## src/rtl/core/b2ra_pkg.sv

```systemverilog
// Shared types, constants and helper functions of the binary to radix ASCII converter.
// Depends on nothing; every other file of the block uses it.
package b2ra_pkg;

    localparam int VALUE_WIDTH_DEF = 32;
    localparam int MAX_DIGITS_DEF  = 32;

    localparam int DIGIT_W = 4;
    localparam int BASE_W  = 5;
    localparam int CHAR_W  = 7;

    localparam logic [BASE_W-1:0]  RADIX_RESET = 5'd10;
    localparam logic [BASE_W-1:0]  RADIX_MIN   = 5'd2;
    localparam logic [BASE_W-1:0]  RADIX_MAX   = 5'd16;
    localparam logic [CHAR_W-1:0]  ASCII_ZERO  = 7'd48;
    localparam logic [CHAR_W-1:0]  ASCII_A     = 7'd65;
    localparam logic [DIGIT_W-1:0] DIGIT_TEN   = 4'd10;

    typedef enum logic [1:0] {
        S_IDLE,
        S_CONV,
        S_SKIP,
        S_EMIT
    } t_state;

    // Per-cycle command broadcast to every digit cell.
    typedef struct packed {
        logic clear;
        logic conv;
        logic shift;
    } t_cell_ctrl;

    function automatic logic [BASE_W-1:0] effective_radix(input logic [BASE_W-1:0] radix);
        logic [BASE_W-1:0] r;
        if (radix < RADIX_MIN) begin
            r = RADIX_MIN;
        end else if (radix > RADIX_MAX) begin
            r = RADIX_MAX;
        end else begin
            r = radix;
        end
        return r;
    endfunction

    function automatic logic [CHAR_W-1:0] digit_char(input logic [DIGIT_W-1:0] d);
        logic [CHAR_W-1:0] c;
        if (d < DIGIT_TEN) begin
            c = ASCII_ZERO + CHAR_W'(d);
        end else begin
            c = ASCII_A + CHAR_W'(d - DIGIT_TEN);
        end
        return c;
    endfunction

endpackage

```

## src/rtl/core/b2ra_if.sv

```systemverilog
// Valid/ready channel interfaces for the input numbers and the output characters.
// Depends on b2ra_pkg for the default and fixed field widths.
interface b2ra_in_if #(
    parameter int VALUE_WIDTH = b2ra_pkg::VALUE_WIDTH_DEF
);
    logic                   valid;
    logic                   ready;
    logic [VALUE_WIDTH-1:0] value;

    modport source (output valid, output value, input ready);
    modport sink   (input valid, input value, output ready);
endinterface

interface b2ra_out_if;
    logic                        valid;
    logic                        ready;
    logic [b2ra_pkg::CHAR_W-1:0] char_code;
    logic                        last_digit;

    modport source (output valid, output char_code, output last_digit, input ready);
    modport sink   (input valid, input char_code, input last_digit, output ready);
endinterface

```

## src/rtl/core/b2ra_cell.sv

```systemverilog
// One digit cell of the conversion chain: clears its digit, doubles it and adds the incoming bit
// modulo the radix, or shifts in its neighbour's digit. Depends on b2ra_pkg.
module b2ra_cell (
    input  logic                         i_clk,
    input  logic                         i_rst_n,
    input  b2ra_pkg::t_cell_ctrl         i_ctrl,
    input  logic [b2ra_pkg::BASE_W-1:0]  i_base,
    input  logic                         i_tok,
    input  logic                         i_carry,
    input  logic [b2ra_pkg::DIGIT_W-1:0] i_digit,
    output logic [b2ra_pkg::DIGIT_W-1:0] o_digit,
    output logic                         o_tok,
    output logic                         o_carry
);

    logic [b2ra_pkg::DIGIT_W-1:0] r_digit, n_digit;
    logic                         r_tok, n_tok;
    logic                         r_carry, n_carry;

    logic [b2ra_pkg::BASE_W-1:0]  w_twice;
    logic                         w_ge;
    logic [b2ra_pkg::DIGIT_W-1:0] w_new;

    // The digit is below the radix, so twice it plus one is below twice the radix
    // and a single conditional subtract reduces it.
    assign w_twice = {r_digit, i_carry};
    assign w_ge    = (w_twice >= i_base);
    assign w_new   = w_ge ? b2ra_pkg::DIGIT_W'(w_twice - i_base) : w_twice[b2ra_pkg::DIGIT_W-1:0];

    always_comb begin
        n_digit = r_digit;
        n_tok   = 1'b0;
        n_carry = r_carry;
        if (i_ctrl.clear) begin
            n_digit = '0;
        end else if (i_ctrl.conv) begin
            n_tok = i_tok;
            if (i_tok) begin
                n_digit = w_new;
                n_carry = w_ge;
            end
        end else if (i_ctrl.shift) begin
            n_digit = i_digit;
        end
    end

    always_ff @(posedge i_clk) begin
        if (!i_rst_n) begin
            r_digit <= '0;
            r_tok   <= 1'b0;
            r_carry <= 1'b0;
        end else begin
            r_digit <= n_digit;
            r_tok   <= n_tok;
            r_carry <= n_carry;
        end
    end

    assign o_digit = r_digit;
    assign o_tok   = r_tok;
    assign o_carry = r_carry;

endmodule

```

## src/rtl/core/binary_to_radix_ascii.sv

```systemverilog
// Top level of the binary to radix ASCII converter: control sequencer and a chain of
// digit cells. Depends on b2ra_pkg, b2ra_if (b2ra_in_if, b2ra_out_if) and b2ra_cell.

// Each accepted word is an unsigned number that the block writes out as ASCII digits in
// the radix held in the configuration register (2..16; 0 and 1 act as 2, 17..31 as 16),
// most significant digit first, without leading zeros, one output word per digit, with
// last_digit set on the final one. Zero gives the single digit '0'. The radix is sampled
// when a number is accepted, so it should only be written while the block is idle. When the
// output side is always ready, the time an item takes is the same whatever its digit count,
// as the digit cell chain sets it: the input bits enter cell zero one per cycle and each
// doubling ripples up one cell per cycle until the last one leaves the top cell; the chain
// then shifts upwards one digit per cycle, first past the leading zeros and then, as long as
// the output register can take a word, emitting each digit from the top cell, with a turn
// from skipping to emitting in between. A new number is taken as soon as the last digit of
// the previous one sits in the output register, even if that word has not yet been taken.
// Numbers needing more than MAX_DIGITS digits keep only their MAX_DIGITS least significant
// digits.
module binary_to_radix_ascii #(
    parameter int VALUE_WIDTH = b2ra_pkg::VALUE_WIDTH_DEF,
    parameter int MAX_DIGITS  = b2ra_pkg::MAX_DIGITS_DEF
) (
    input  logic                        i_clk,
    input  logic                        i_rst_n,
    input  logic                        i_cfg_we,
    input  logic [b2ra_pkg::BASE_W-1:0] i_cfg_data,
    b2ra_in_if.sink                     i_in,
    b2ra_out_if.source                  o_out
);

    localparam int CNT_W = $clog2(VALUE_WIDTH + MAX_DIGITS - 1);
    localparam int REM_W = $clog2(MAX_DIGITS + 1);
    localparam logic [CNT_W-1:0] CNT_BITS = CNT_W'(VALUE_WIDTH);
    localparam logic [CNT_W-1:0] CNT_LAST = CNT_W'(VALUE_WIDTH + MAX_DIGITS - 2);
    localparam logic [REM_W-1:0] REM_FULL = REM_W'(MAX_DIGITS);
    localparam logic [REM_W-1:0] REM_ONE  = REM_W'(1);

    // Configuration register and the radix latched for the number in progress.
    logic [b2ra_pkg::BASE_W-1:0] r_radix;
    logic [b2ra_pkg::BASE_W-1:0] r_base;

    b2ra_pkg::t_state r_state, n_state;

    // Input bits still to be fed, most significant first, and the phase counters.
    logic [VALUE_WIDTH-1:0] r_value;
    logic [CNT_W-1:0]       r_cnt;
    logic [REM_W-1:0]       r_rem;

    // Output register that parts the chain from the downstream side.
    logic                        r_out_valid;
    logic [b2ra_pkg::CHAR_W-1:0] r_out_char;
    logic                        r_out_last;

    b2ra_pkg::t_cell_ctrl w_ctrl;
    logic                 w_accept;
    logic                 w_skip_go;
    logic                 w_out_load;

    logic [b2ra_pkg::DIGIT_W-1:0] w_digit [MAX_DIGITS];
    logic                         w_tok   [MAX_DIGITS];
    logic                         w_carry [MAX_DIGITS];
    logic [b2ra_pkg::DIGIT_W-1:0] w_top;

    assign w_top = w_digit[MAX_DIGITS-1];

    // The chain of digit cells. Cell zero holds the least significant digit; its
    // doubling token comes from the sequencer and its incoming bit from the input shift
    // register, and every other cell takes the registered carry of the cell below. During
    // the shift phases digits move one cell upwards and zero enters at the bottom.
    for (genvar k = 0; k < MAX_DIGITS; k++) begin : g_cell
        logic                         w_tok_in;
        logic                         w_carry_in;
        logic [b2ra_pkg::DIGIT_W-1:0] w_digit_in;

        if (k == 0) begin : g_first
            assign w_tok_in   = (r_state == b2ra_pkg::S_CONV) && (r_cnt < CNT_BITS);
            assign w_carry_in = r_value[VALUE_WIDTH-1];
            assign w_digit_in = '0;
        end else begin : g_rest
            assign w_tok_in   = w_tok[k-1];
            assign w_carry_in = w_carry[k-1];
            assign w_digit_in = w_digit[k-1];
        end

        b2ra_cell u_cell (
            .i_clk   (i_clk),
            .i_rst_n (i_rst_n),
            .i_ctrl  (w_ctrl),
            .i_base  (r_base),
            .i_tok   (w_tok_in),
            .i_carry (w_carry_in),
            .i_digit (w_digit_in),
            .o_digit (w_digit[k]),
            .o_tok   (w_tok[k]),
            .o_carry (w_carry[k])
        );
    end

    // Next state.
    always_comb begin
        n_state = r_state;
        case (r_state)
            b2ra_pkg::S_IDLE: begin
                if (w_accept) begin
                    n_state = b2ra_pkg::S_CONV;
                end
            end
            b2ra_pkg::S_CONV: begin
                if (r_cnt == CNT_LAST) begin
                    n_state = b2ra_pkg::S_SKIP;
                end
            end
            b2ra_pkg::S_SKIP: begin
                if (!w_skip_go) begin
                    n_state = b2ra_pkg::S_EMIT;
                end
            end
            b2ra_pkg::S_EMIT: begin
                if (w_out_load && (r_rem == REM_ONE)) begin
                    n_state = b2ra_pkg::S_IDLE;
                end
            end
            default: begin
                n_state = b2ra_pkg::S_IDLE;
            end
        endcase
    end

    // Control outputs. A leading zero is dropped while more than one digit remains, so
    // zero still gives a single '0'.
    always_comb begin
        i_in.ready   = 1'b0;
        w_skip_go    = 1'b0;
        w_out_load   = 1'b0;
        w_ctrl.conv  = 1'b0;
        w_ctrl.shift = 1'b0;
        case (r_state)
            b2ra_pkg::S_IDLE: begin
                i_in.ready = 1'b1;
            end
            b2ra_pkg::S_CONV: begin
                w_ctrl.conv = 1'b1;
            end
            b2ra_pkg::S_SKIP: begin
                w_skip_go    = (w_top == '0) && (r_rem > REM_ONE);
                w_ctrl.shift = w_skip_go;
            end
            b2ra_pkg::S_EMIT: begin
                w_out_load   = !r_out_valid || o_out.ready;
                w_ctrl.shift = w_out_load;
            end
            default: begin
                i_in.ready = 1'b0;
            end
        endcase
        w_accept     = i_in.valid && i_in.ready;
        w_ctrl.clear = w_accept;
    end

    always_ff @(posedge i_clk) begin
        if (!i_rst_n) begin
            r_state     <= b2ra_pkg::S_IDLE;
            r_radix     <= b2ra_pkg::RADIX_RESET;
            r_base      <= b2ra_pkg::RADIX_RESET;
            r_cnt       <= '0;
            r_rem       <= '0;
            r_out_valid <= 1'b0;
        end else begin
            r_state <= n_state;
            if (i_cfg_we) begin
                r_radix <= i_cfg_data;
            end
            if (w_accept) begin
                r_base <= b2ra_pkg::effective_radix(r_radix);
                r_cnt  <= '0;
                r_rem  <= REM_FULL;
            end else if (r_state == b2ra_pkg::S_CONV) begin
                r_cnt <= r_cnt + CNT_W'(1);
            end else if (w_ctrl.shift) begin
                r_rem <= r_rem - REM_ONE;
            end
            if (w_out_load) begin
                r_out_valid <= 1'b1;
            end else if (o_out.ready) begin
                r_out_valid <= 1'b0;
            end
        end
    end

    // Payload registers.
    always_ff @(posedge i_clk) begin
        if (w_accept) begin
            r_value <= VALUE_WIDTH'(i_in.value);
        end else if (r_state == b2ra_pkg::S_CONV) begin
            r_value <= {r_value[VALUE_WIDTH-2:0], 1'b0};
        end
        if (w_out_load) begin
            r_out_char <= b2ra_pkg::digit_char(w_top);
            r_out_last <= (r_rem == REM_ONE);
        end
    end

    assign o_out.valid      = r_out_valid;
    assign o_out.char_code  = r_out_char;
    assign o_out.last_digit = r_out_last;

    // The digit counter never runs out while digits are being skipped or emitted.
    a_rem_nonzero: assert property (@(posedge i_clk) disable iff (!i_rst_n)
        (r_state == b2ra_pkg::S_SKIP || r_state == b2ra_pkg::S_EMIT) |-> (r_rem != '0))
        else $error("digit counter empty while emitting");

    // Returning to idle always leaves the final digit of the number in the output register.
    a_last_on_return: assert property (@(posedge i_clk) disable iff (!i_rst_n)
        (r_state == b2ra_pkg::S_EMIT && n_state == b2ra_pkg::S_IDLE)
        |=> (r_out_valid && r_out_last))
        else $error("number finished without a last digit word");

    // Doubling tokens reach the top cell only at the end of conversion.
    a_tok_phase: assert property (@(posedge i_clk) disable iff (!i_rst_n)
        w_tok[MAX_DIGITS-1] |-> (r_state == b2ra_pkg::S_CONV || r_state == b2ra_pkg::S_SKIP))
        else $error("doubling token in top cell outside conversion");

    // Every digit that is skipped or emitted is a proper digit of the latched radix.
    a_digit_range: assert property (@(posedge i_clk) disable iff (!i_rst_n)
        (r_state == b2ra_pkg::S_SKIP || r_state == b2ra_pkg::S_EMIT)
        |-> ({1'b0, w_top} < r_base))
        else $error("top cell digit not below the radix");

endmodule

```

## src/flat_wrapper.sv

```systemverilog
// flat-port wrapper written by rule: the top's interface ports become plain ports
module binary_to_radix_ascii_flat 
#(
    parameter int VALUE_WIDTH = b2ra_pkg::VALUE_WIDTH_DEF,
    parameter int MAX_DIGITS  = b2ra_pkg::MAX_DIGITS_DEF
)
  (i_clk, i_rst_n, i_cfg_we, i_cfg_data, i_in_valid, i_in_value, i_in_ready, o_out_valid, o_out_char_code, o_out_last_digit, o_out_ready);
  b2ra_in_if #(.VALUE_WIDTH(VALUE_WIDTH)) i_in_i ();
  b2ra_out_if o_out_i ();
  input  logic i_clk;
  input  logic i_rst_n;
  input  logic i_cfg_we;
  input  logic [b2ra_pkg::BASE_W-1:0] i_cfg_data;
  input wire logic [$bits(i_in_i.valid)-1:0] i_in_valid;
  input wire logic [$bits(i_in_i.value)-1:0] i_in_value;
  output wire logic [$bits(i_in_i.ready)-1:0] i_in_ready;
  output wire logic [$bits(o_out_i.valid)-1:0] o_out_valid;
  output wire logic [$bits(o_out_i.char_code)-1:0] o_out_char_code;
  output wire logic [$bits(o_out_i.last_digit)-1:0] o_out_last_digit;
  input wire logic [$bits(o_out_i.ready)-1:0] o_out_ready;
  assign i_in_i.valid = i_in_valid;
  assign i_in_i.value = i_in_value;
  assign i_in_ready = i_in_i.ready;
  assign o_out_valid = o_out_i.valid;
  assign o_out_char_code = o_out_i.char_code;
  assign o_out_last_digit = o_out_i.last_digit;
  assign o_out_i.ready = o_out_ready;
  binary_to_radix_ascii #(.VALUE_WIDTH(VALUE_WIDTH), .MAX_DIGITS(MAX_DIGITS)) u_core (.i_clk(i_clk), .i_rst_n(i_rst_n), .i_cfg_we(i_cfg_we), .i_cfg_data(i_cfg_data), .i_in(i_in_i), .o_out(o_out_i));
endmodule
```

## config.mk

```make
export PLATFORM = sky130hd
export DESIGN_NAME = binary_to_radix_ascii_flat
export DESIGN_NICKNAME = d
export VERILOG_FILES = /design/src/rtl/core/b2ra_pkg.sv /design/src/rtl/core/b2ra_if.sv /design/src/rtl/core/b2ra_cell.sv /design/src/rtl/core/binary_to_radix_ascii.sv /design/src/flat_wrapper.sv
export SDC_FILE = /design/constraint.sdc
export NUM_CORES = 1
export LEC_CHECK = 0
export BUFFER_PORTS_ARGS = -buffer_cell sky130_fd_sc_hd__clkbuf_2
export CORE_UTILIZATION = 60
export CTS_BUF_LIST = sky130_fd_sc_hd__clkbuf_8 sky130_fd_sc_hd__clkbuf_16
export CTS_CLUSTER_SIZE = 20
export DETAILED_ROUTE_END_ITERATION = 10
export HOLD_SLACK_MARGIN = 0.05
export PLACE_DENSITY = 0.77
export SLEW_MARGIN = 20
export SYNTH_ARGS = -nofsm -noshare
export SYNTH_HDL_FRONTEND = slang
export SYNTH_HIERARCHICAL = 1
export SYNTH_SLANG_ARGS = --single-unit
```

## constraint.sdc

```tcl
create_clock -name i_clk -period 5.2 [get_ports i_clk]
set_input_delay 0.52 -clock i_clk [delete_from_list [all_inputs] [get_ports i_clk]]
set_output_delay 0.52 -clock i_clk [all_outputs]
set_load 0.01 [all_outputs]
```

==> results of run 1 <==
## layout by cell type (no fill, tap or decap), drive strengths merged, types with 33 or more instances in the layout
cell	instances
a21boi	33
a21oi	76
and2	33
clkbuf	90
dfxtp	215
edfxtp	40
ha	174
inv	341
mux2i	40
nand2	156
nand2b	132
nand3	130
nor2	178
nor2b	34
nor3	34
o2111ai	160
o21ai	102
o31ai	34
or2	33
or3	34
xnor2	34
xor2	38
## power groups by stage
stage	sequential (uW)	clock [uW]	combinational, uW
finish	2640	2160	3900
floorplan	2590	0	3060
CTS	2640	2200	3850
global placement	2670	0	3690
global route	2680	2280	4290
detailed placement	2670	0	3820
## state kept, by name, indices dropped and copies added (netlist names)
signal                        flops
u_core/o_out.last_digit           1
u_core/g_cell.u_cell/o_carry     31
u_core/r_base                     5
u_core/r_radix                    5
u_core/o_out.valid                1
u_core/g_cell.u_cell/o_digit    128
u_core/r_state                    2
u_core/r_rem                      6
u_core/g_cell.u_cell/o_tok       31
u_core/r_value                   32
u_core/o_out.char_code            7
u_core/r_cnt                      6
## metal layers
metal	global-route usage, %	wire (um)
met2	50.4	25300
met5	0	0
met4	10.1	1520
met3	3.08	3250
met1	38.5	23500
## final cells by class
type                       count  share of cell area (%)
inverter                     334                    5.53
clock inverter                15                   0.413
sequential                   255                    24.3
clock buffer                  40                    4.11
timing repair buffer          63                    1.70
multi-input combinational   1829                    61.5
tap                          455                    2.51
## how the worst max path moves through the flow
stage | depth (start not counted) | endpoint | startpoint | slack (ns)
CTS | 10 | u_core/g_cell[13].u_cell/o_digit[1] | u_core/r_rem[0] | 1.75
global route | 10 | u_core/g_cell[29].u_cell/o_digit[1] | u_core/r_rem[0] | 1.45
finish | 10 | u_core/g_cell[29].u_cell/o_digit[1] | u_core/r_rem[0] | 1.67
floorplan | 10 | u_core/g_cell[0].u_cell/o_digit[1] | u_core/r_rem[0] | 1.12
global placement | 10 | u_core/g_cell[25].u_cell/o_digit[1] | u_core/r_rem[0] | 1.88
detailed placement | 10 | u_core/g_cell[26].u_cell/o_digit[1] | u_core/r_rem[0] | 1.77
## worst max-delay path, cell delays in order (launching register included)
cell and delay [ns]:
dfxtp_1 0.37, inv_1 0.08, ha_1 0.22, or2_0 0.21, a2111o_1 0.59, nand2_4 0.62
buf_12 0.32, mux2i_1 0.16, a21oi_1 0.29, or4b_1 0.48, nand3_1 0.10
## through the flow
stage | cell area, sq um | power, uW | setup WS (ns)
final | 22700 | 8710 | 1.67
after global routing | 22700 | 9240 | 1.45
after CTS | 22700 | 8690 | 1.75
after detailed placement | 21700 | 6490 | 1.77
after global placement | 21700 | 6360 | 1.88
after floorplan | 21000 | 5650 | 1.12
==> flow_metrics.tcl, run 1 <==
set metrics [dict create \
    cts_setup_buffers 0 \
    grt_pass1_wl_mm 89.2 \
    grt_use_total_pct 29.4 \
    hold_violations 0 \
    cts_buffers 30 \
    worst_pin_slew_ns 1.09 \
    switchingPower_uw 3530 \
    maxCapViolations 0 \
    drc 1 \
    status "finished with violations" \
    rsz0062_at_grt "false" \
    final_cells 2991 \
    clock_latency_ns 0.57 \
    total_leakage_power_uw 0.00866 \
    drive_above_1_share_pct 9.90 \
    seqCellArea_sq_mm 0.00551 \
    start_util_pct 60.8 \
    die_h_um 189 \
    grt_max_degree 141 \
    cts_resized 0 \
    drtAntennaViolNets 0 \
    rows 68 \
    wl_mm 53.5 \
    clkPwrFrac_pct 24.8 \
    core-area_sq_mm 0.0345 \
    areaGrowthSynthToFinish_pct 8.28 \
    syn_area_sq_mm 0.0210 \
    r2r_start "u_core/r_rem[0]" \
    vias 19300 \
    avgSynthCellArea_sq_um 8.53 \
    diodes 0 \
    violations "design-rule violations" \
    cts.reportedPaths.clkPinSlew_ns 0.06 \
    ctsHoldBuffers 0 \
    drt_iter0_markers 1790 \
    pwr-share-seq_pct 30.3 \
    final.setup.tns_ns 0 \
    numClockSinks 255 \
    place_inst 2936 \
    whs_path_depth 3 \
    min_from "i_cfg_data[1]" \
    hold_ws_ns 0.183 \
    r2r_slack_ns 1.67 \
    start_kind "flop" \
    crit_type "flop to flop" \
    maxSlewHeadroom_pct 27.1 \
    utilization_pct 65.9 \
    h-tree-depth 1 \
    max_freq_ghz 0.283 \
    finalCriticalPeriod_ns 3.53 \
    vias_per_cell 6.44 \
    crit_required_ns 5.70 \
    worstPathMaxFanout 55 \
    cp.arrival_ns 4.03 \
    period_share_pct 67.8 \
    end_kind "flop" \
    ir_drop_mv 0.361 \
    antenna_found_initial 0 \
    ff2ff_path_depth 10 \
    gp_congestion 0.905 \
    cts_root_buf "clkbuf_16" \
    clock_path_buffers 3 \
    die_w_um 189 \
    hpwl_mm 35.7 \
    drt_first_pass_iters 8 \
    cts_tree "built" \
    power_frac_comb_pct 44.8 \
    io_buffers 51 \
    detail_route.wl_per_cell_um 17.9 \
    power.density_mw_per_mm2 384 \
    holdPathEnd "u_core/r_radix[1]" \
    internal_power_uw 5180 \
    first_global_vias 18700 \
    slew_viol_final 0 \
    die_area_sq_mm 0.0357 \
    setup_viol 0 \
    skew_ns 0.0144 \
    gr-total-overflow 0 \
    nNetsFinal 2761 \
    fillCellCount 2824 \
    syn_inst 2457 \
    p_sw_share_pct 40.5 \
    min_path_type "input pin to flop" \
    multi_input_area_sq_mm 0.0139 \
    pin_count 52 \
    ys_warn_count 6 \
    r2r_end "u_core/g_cell[29].u_cell/o_digit[1]" \
]
Note: power is estimated with default switching activity, not from simulation.
==> run 2: changes to the inputs <==
--- a/config.mk
+++ b/config.mk
@@ -6,12 +6,12 @@
 export NUM_CORES = 1
 export LEC_CHECK = 0
 export BUFFER_PORTS_ARGS = -buffer_cell sky130_fd_sc_hd__clkbuf_2
-export CORE_UTILIZATION = 60
+export CORE_UTILIZATION = 58
 export CTS_BUF_LIST = sky130_fd_sc_hd__clkbuf_8 sky130_fd_sc_hd__clkbuf_16
 export CTS_CLUSTER_SIZE = 20
 export DETAILED_ROUTE_END_ITERATION = 10
 export HOLD_SLACK_MARGIN = 0.05
-export PLACE_DENSITY = 0.77
+export PLACE_DENSITY = 0.78
 export SLEW_MARGIN = 20
 export SYNTH_ARGS = -nofsm -noshare
 export SYNTH_HDL_FRONTEND = slang
==> constraint.sdc (replaced) <==
create_clock -name i_clk -period 3 [get_ports i_clk]
set_input_delay 0.3 -clock i_clk [delete_from_list [all_inputs] [get_ports i_clk]]
set_output_delay 0.3 -clock i_clk [all_outputs]
set_load 0.01 [all_outputs]
==> run 2 against run 1 <==
Against the previous run: the run now ends clean; clock skew increased by 0.014 ns; power is 80% higher; via count is 1.5% higher; core utilization shrank 0.056 points; worst setup slack lost 1.5 ns; clock power up 85%; first-iteration DRC count fell by 6.6%; register-to-register slack got worse by 1.5 ns; combinational power rose by 83%; cell count increased by 1.9%; critical path type unchanged; critical endpoint is now u_core/g_cell[24].u_cell/o_digit[1]; largest power group unchanged.
==> flow_metrics.tcl, run 2 (synthesized netlist as in run 1, its figures left out) <==
set metrics [dict create \
    detail_route.wl_per_cell_um 18.3 \
    place_inst 2956 \
    grt_use_total_pct 30.0 \
    cts_buffers 31 \
    max_freq_ghz 0.348 \
    rsz0062_at_grt "false" \
    areaGrowthSynthToFinish_pct 11.7 \
    final_cell_mix "inv_1, dfxtp_1, nor2_1, ha_1, o2111ai_1" \
    largest_register_ffs 128 \
    hold_ws_ns 0.0721 \
    drc 0 \
    numClockSinks 255 \
    drive_above_1_share_pct 10.3 \
    die_w_um 192 \
    start_kind "flop" \
    r2r_end "u_core/g_cell[24].u_cell/o_digit[1]" \
    skew_ns 0.0282 \
    ff2ff_path_depth 10 \
    nNetsFinal 2815 \
    wl_mm 55.7 \
    crit_path_end "u_core/g_cell[24].u_cell/o_digit[1]" \
    core-area_sq_mm 0.0356 \
    r2r_slack_ns 0.13 \
    r2r_start "u_core/r_rem[0]" \
    cts_tree "built" \
    slowest_stage "a2111o_1" \
    maxCapViolations 0 \
    die_h_um 192 \
    status "finished clean" \
    antenna_found_initial 0 \
    final_cells 3049 \
    maxSlewHeadroom_pct 59.0 \
    die_area_sq_mm 0.0369 \
    hold_violations 0 \
    period_share_pct 95.7 \
    crit_type "flop to flop" \
    diodes 0 \
    cts.reportedPaths.clkPinSlew_ns 0.06 \
    clock_latency_ns 0.61 \
    drt_iter0_markers 1671 \
    power_uw 15700 \
    gr-total-overflow 0 \
    vias 19500 \
    worst_pin_slew_ns 0.614 \
    h-tree-depth 1 \
    grt_max_degree 86 \
    clock_path_buffers 3 \
    start_util_pct 58.9 \
    max_stage_delay_ns 0.47 \
    cts_root_buf "clkbuf_16" \
    first_global_vias 19300 \
    cts_setup_buffers 0 \
    io_buffers 51 \
    total_leakage_power_uw 0.00894 \
    finalCriticalPeriod_ns 2.87 \
    grt_pass1_wl_mm 92.4 \
    switchingPower_uw 6330 \
    clkPwrFrac_pct 25.4 \
    gp_congestion 0.890 \
    internal_power_uw 9360 \
    crit_required_ns 3.52 \
    vias_per_cell 6.41 \
    cp.arrival_ns 3.39 \
    final_common_cell "inv_1" \
    power.density_mw_per_mm2 670 \
    rows 69 \
    min_path_type "input pin to flop" \
    drt_first_pass_iters 6 \
    hpwl_mm 36.5 \
    pin_count 52 \
    worstSetupStartpoint "u_core/r_rem[0]" \
    path_cells "inv_1 > ha_1 > or2_0 > a2111o_1 > nand2_4 > buf_12 > mux2i_1 > a21oi_1 > or4b_1 > nand3_1" \
    p_sw_share_pct 40.4 \
    end_kind "flop" \
    slew_viol_final 0 \
    power_frac_comb_pct 45.4 \
    final.setup.tns_ns 0 \
    worstPathMaxFanout 35 \
    ir_drop_mv 0.656 \
    setup_viol 0 \
    pwr-share-seq_pct 29.1 \
    drtAntennaViolNets 0 \
]
## run 2: changes by cell type in the layout (fill, tap and decap cells not counted), moves of 3 or more
cell           change
bufinv_16          +4
clkinv_2           -5
clkinvlp_4         +3
buf_12            +12
dlygate4sd3_1     +39
clkbuf_16          -3
## run 2: layout make-up
cell class	count	area, sq um
Clock buffer	35	831
Clock inverter	19	248
Fill cell	2912	12200
Inverter	334	1260
Multi-Input combinational cell	1829	14000
Sequential cell	255	5510
Tap cell	461	577
Timing Repair Buffer	116	1030
## run 2: per-layer routing
layer / global-route usage, % / share of wire, %
met1: 37.1 / 42
met2: 52.5 / 49
met3: 3.78 / 6.1
met4: 12.1 / 3.2
met5: 0 / 0
## run 2: worst min-delay path by stage
stage / start / end / slack [ns] / cells after the start
after global routing: i_rst_n / u_core/g_cell[3].u_cell/o_carry / 0.08 / 3
after global placement: u_core/r_radix[0] / u_core/r_radix[0] / 0.48 / 2
final: i_rst_n / u_core/g_cell[3].u_cell/o_carry / 0.07 / 3
after floorplan: i_rst_n / u_core/g_cell[0].u_cell/o_carry / 0.41 / 2
after CTS: i_cfg_we / u_core/r_radix[3] / 0.05 / 3
after detailed placement: u_core/r_radix[0] / u_core/r_radix[0] / 0.49 / 2
## run 2: through the flow
step                      util, %  setup slack [ns]  instance area (sq um)
after global placement       61.7             0.334                  21900
after global routing         65.8           0.00330                  23400
after CTS                    65.8             0.177                  23400
final                        65.8             0.130                  23400
after detailed placement     61.7             0.242                  21900
after floorplan                 -            0.0663                  21000
## run 2: timing repair
action                     in CTS  in global routing
resized for setup               0                  2
hold endpoints to repair       37                  0
hold buffers                   39                  0
setup endpoints to repair       0                  2
## run 2: power groups by stage
stage / clock [uW] / combinational (uW) / sequential (uW)
finish: 3990 / 7130 / 4570
global route: 4190 / 7770 / 4620
CTS: 4040 / 6990 / 4540
detailed placement: 0 / 6880 / 4600
global placement: 0 / 6640 / 4590
floorplan: 0 / 5280 / 4500
## run 2: critical path, delay by kind of cell, from the launching register on
kind                       cells  cell delay, ns
AOI/OAI and AO/OA              2            0.77
adders and majority gates      1            0.21
buffers and inverters          2            0.32
DFF                            1            0.38
muxes                          1            0.18
and+or+nand+nor                4            0.94
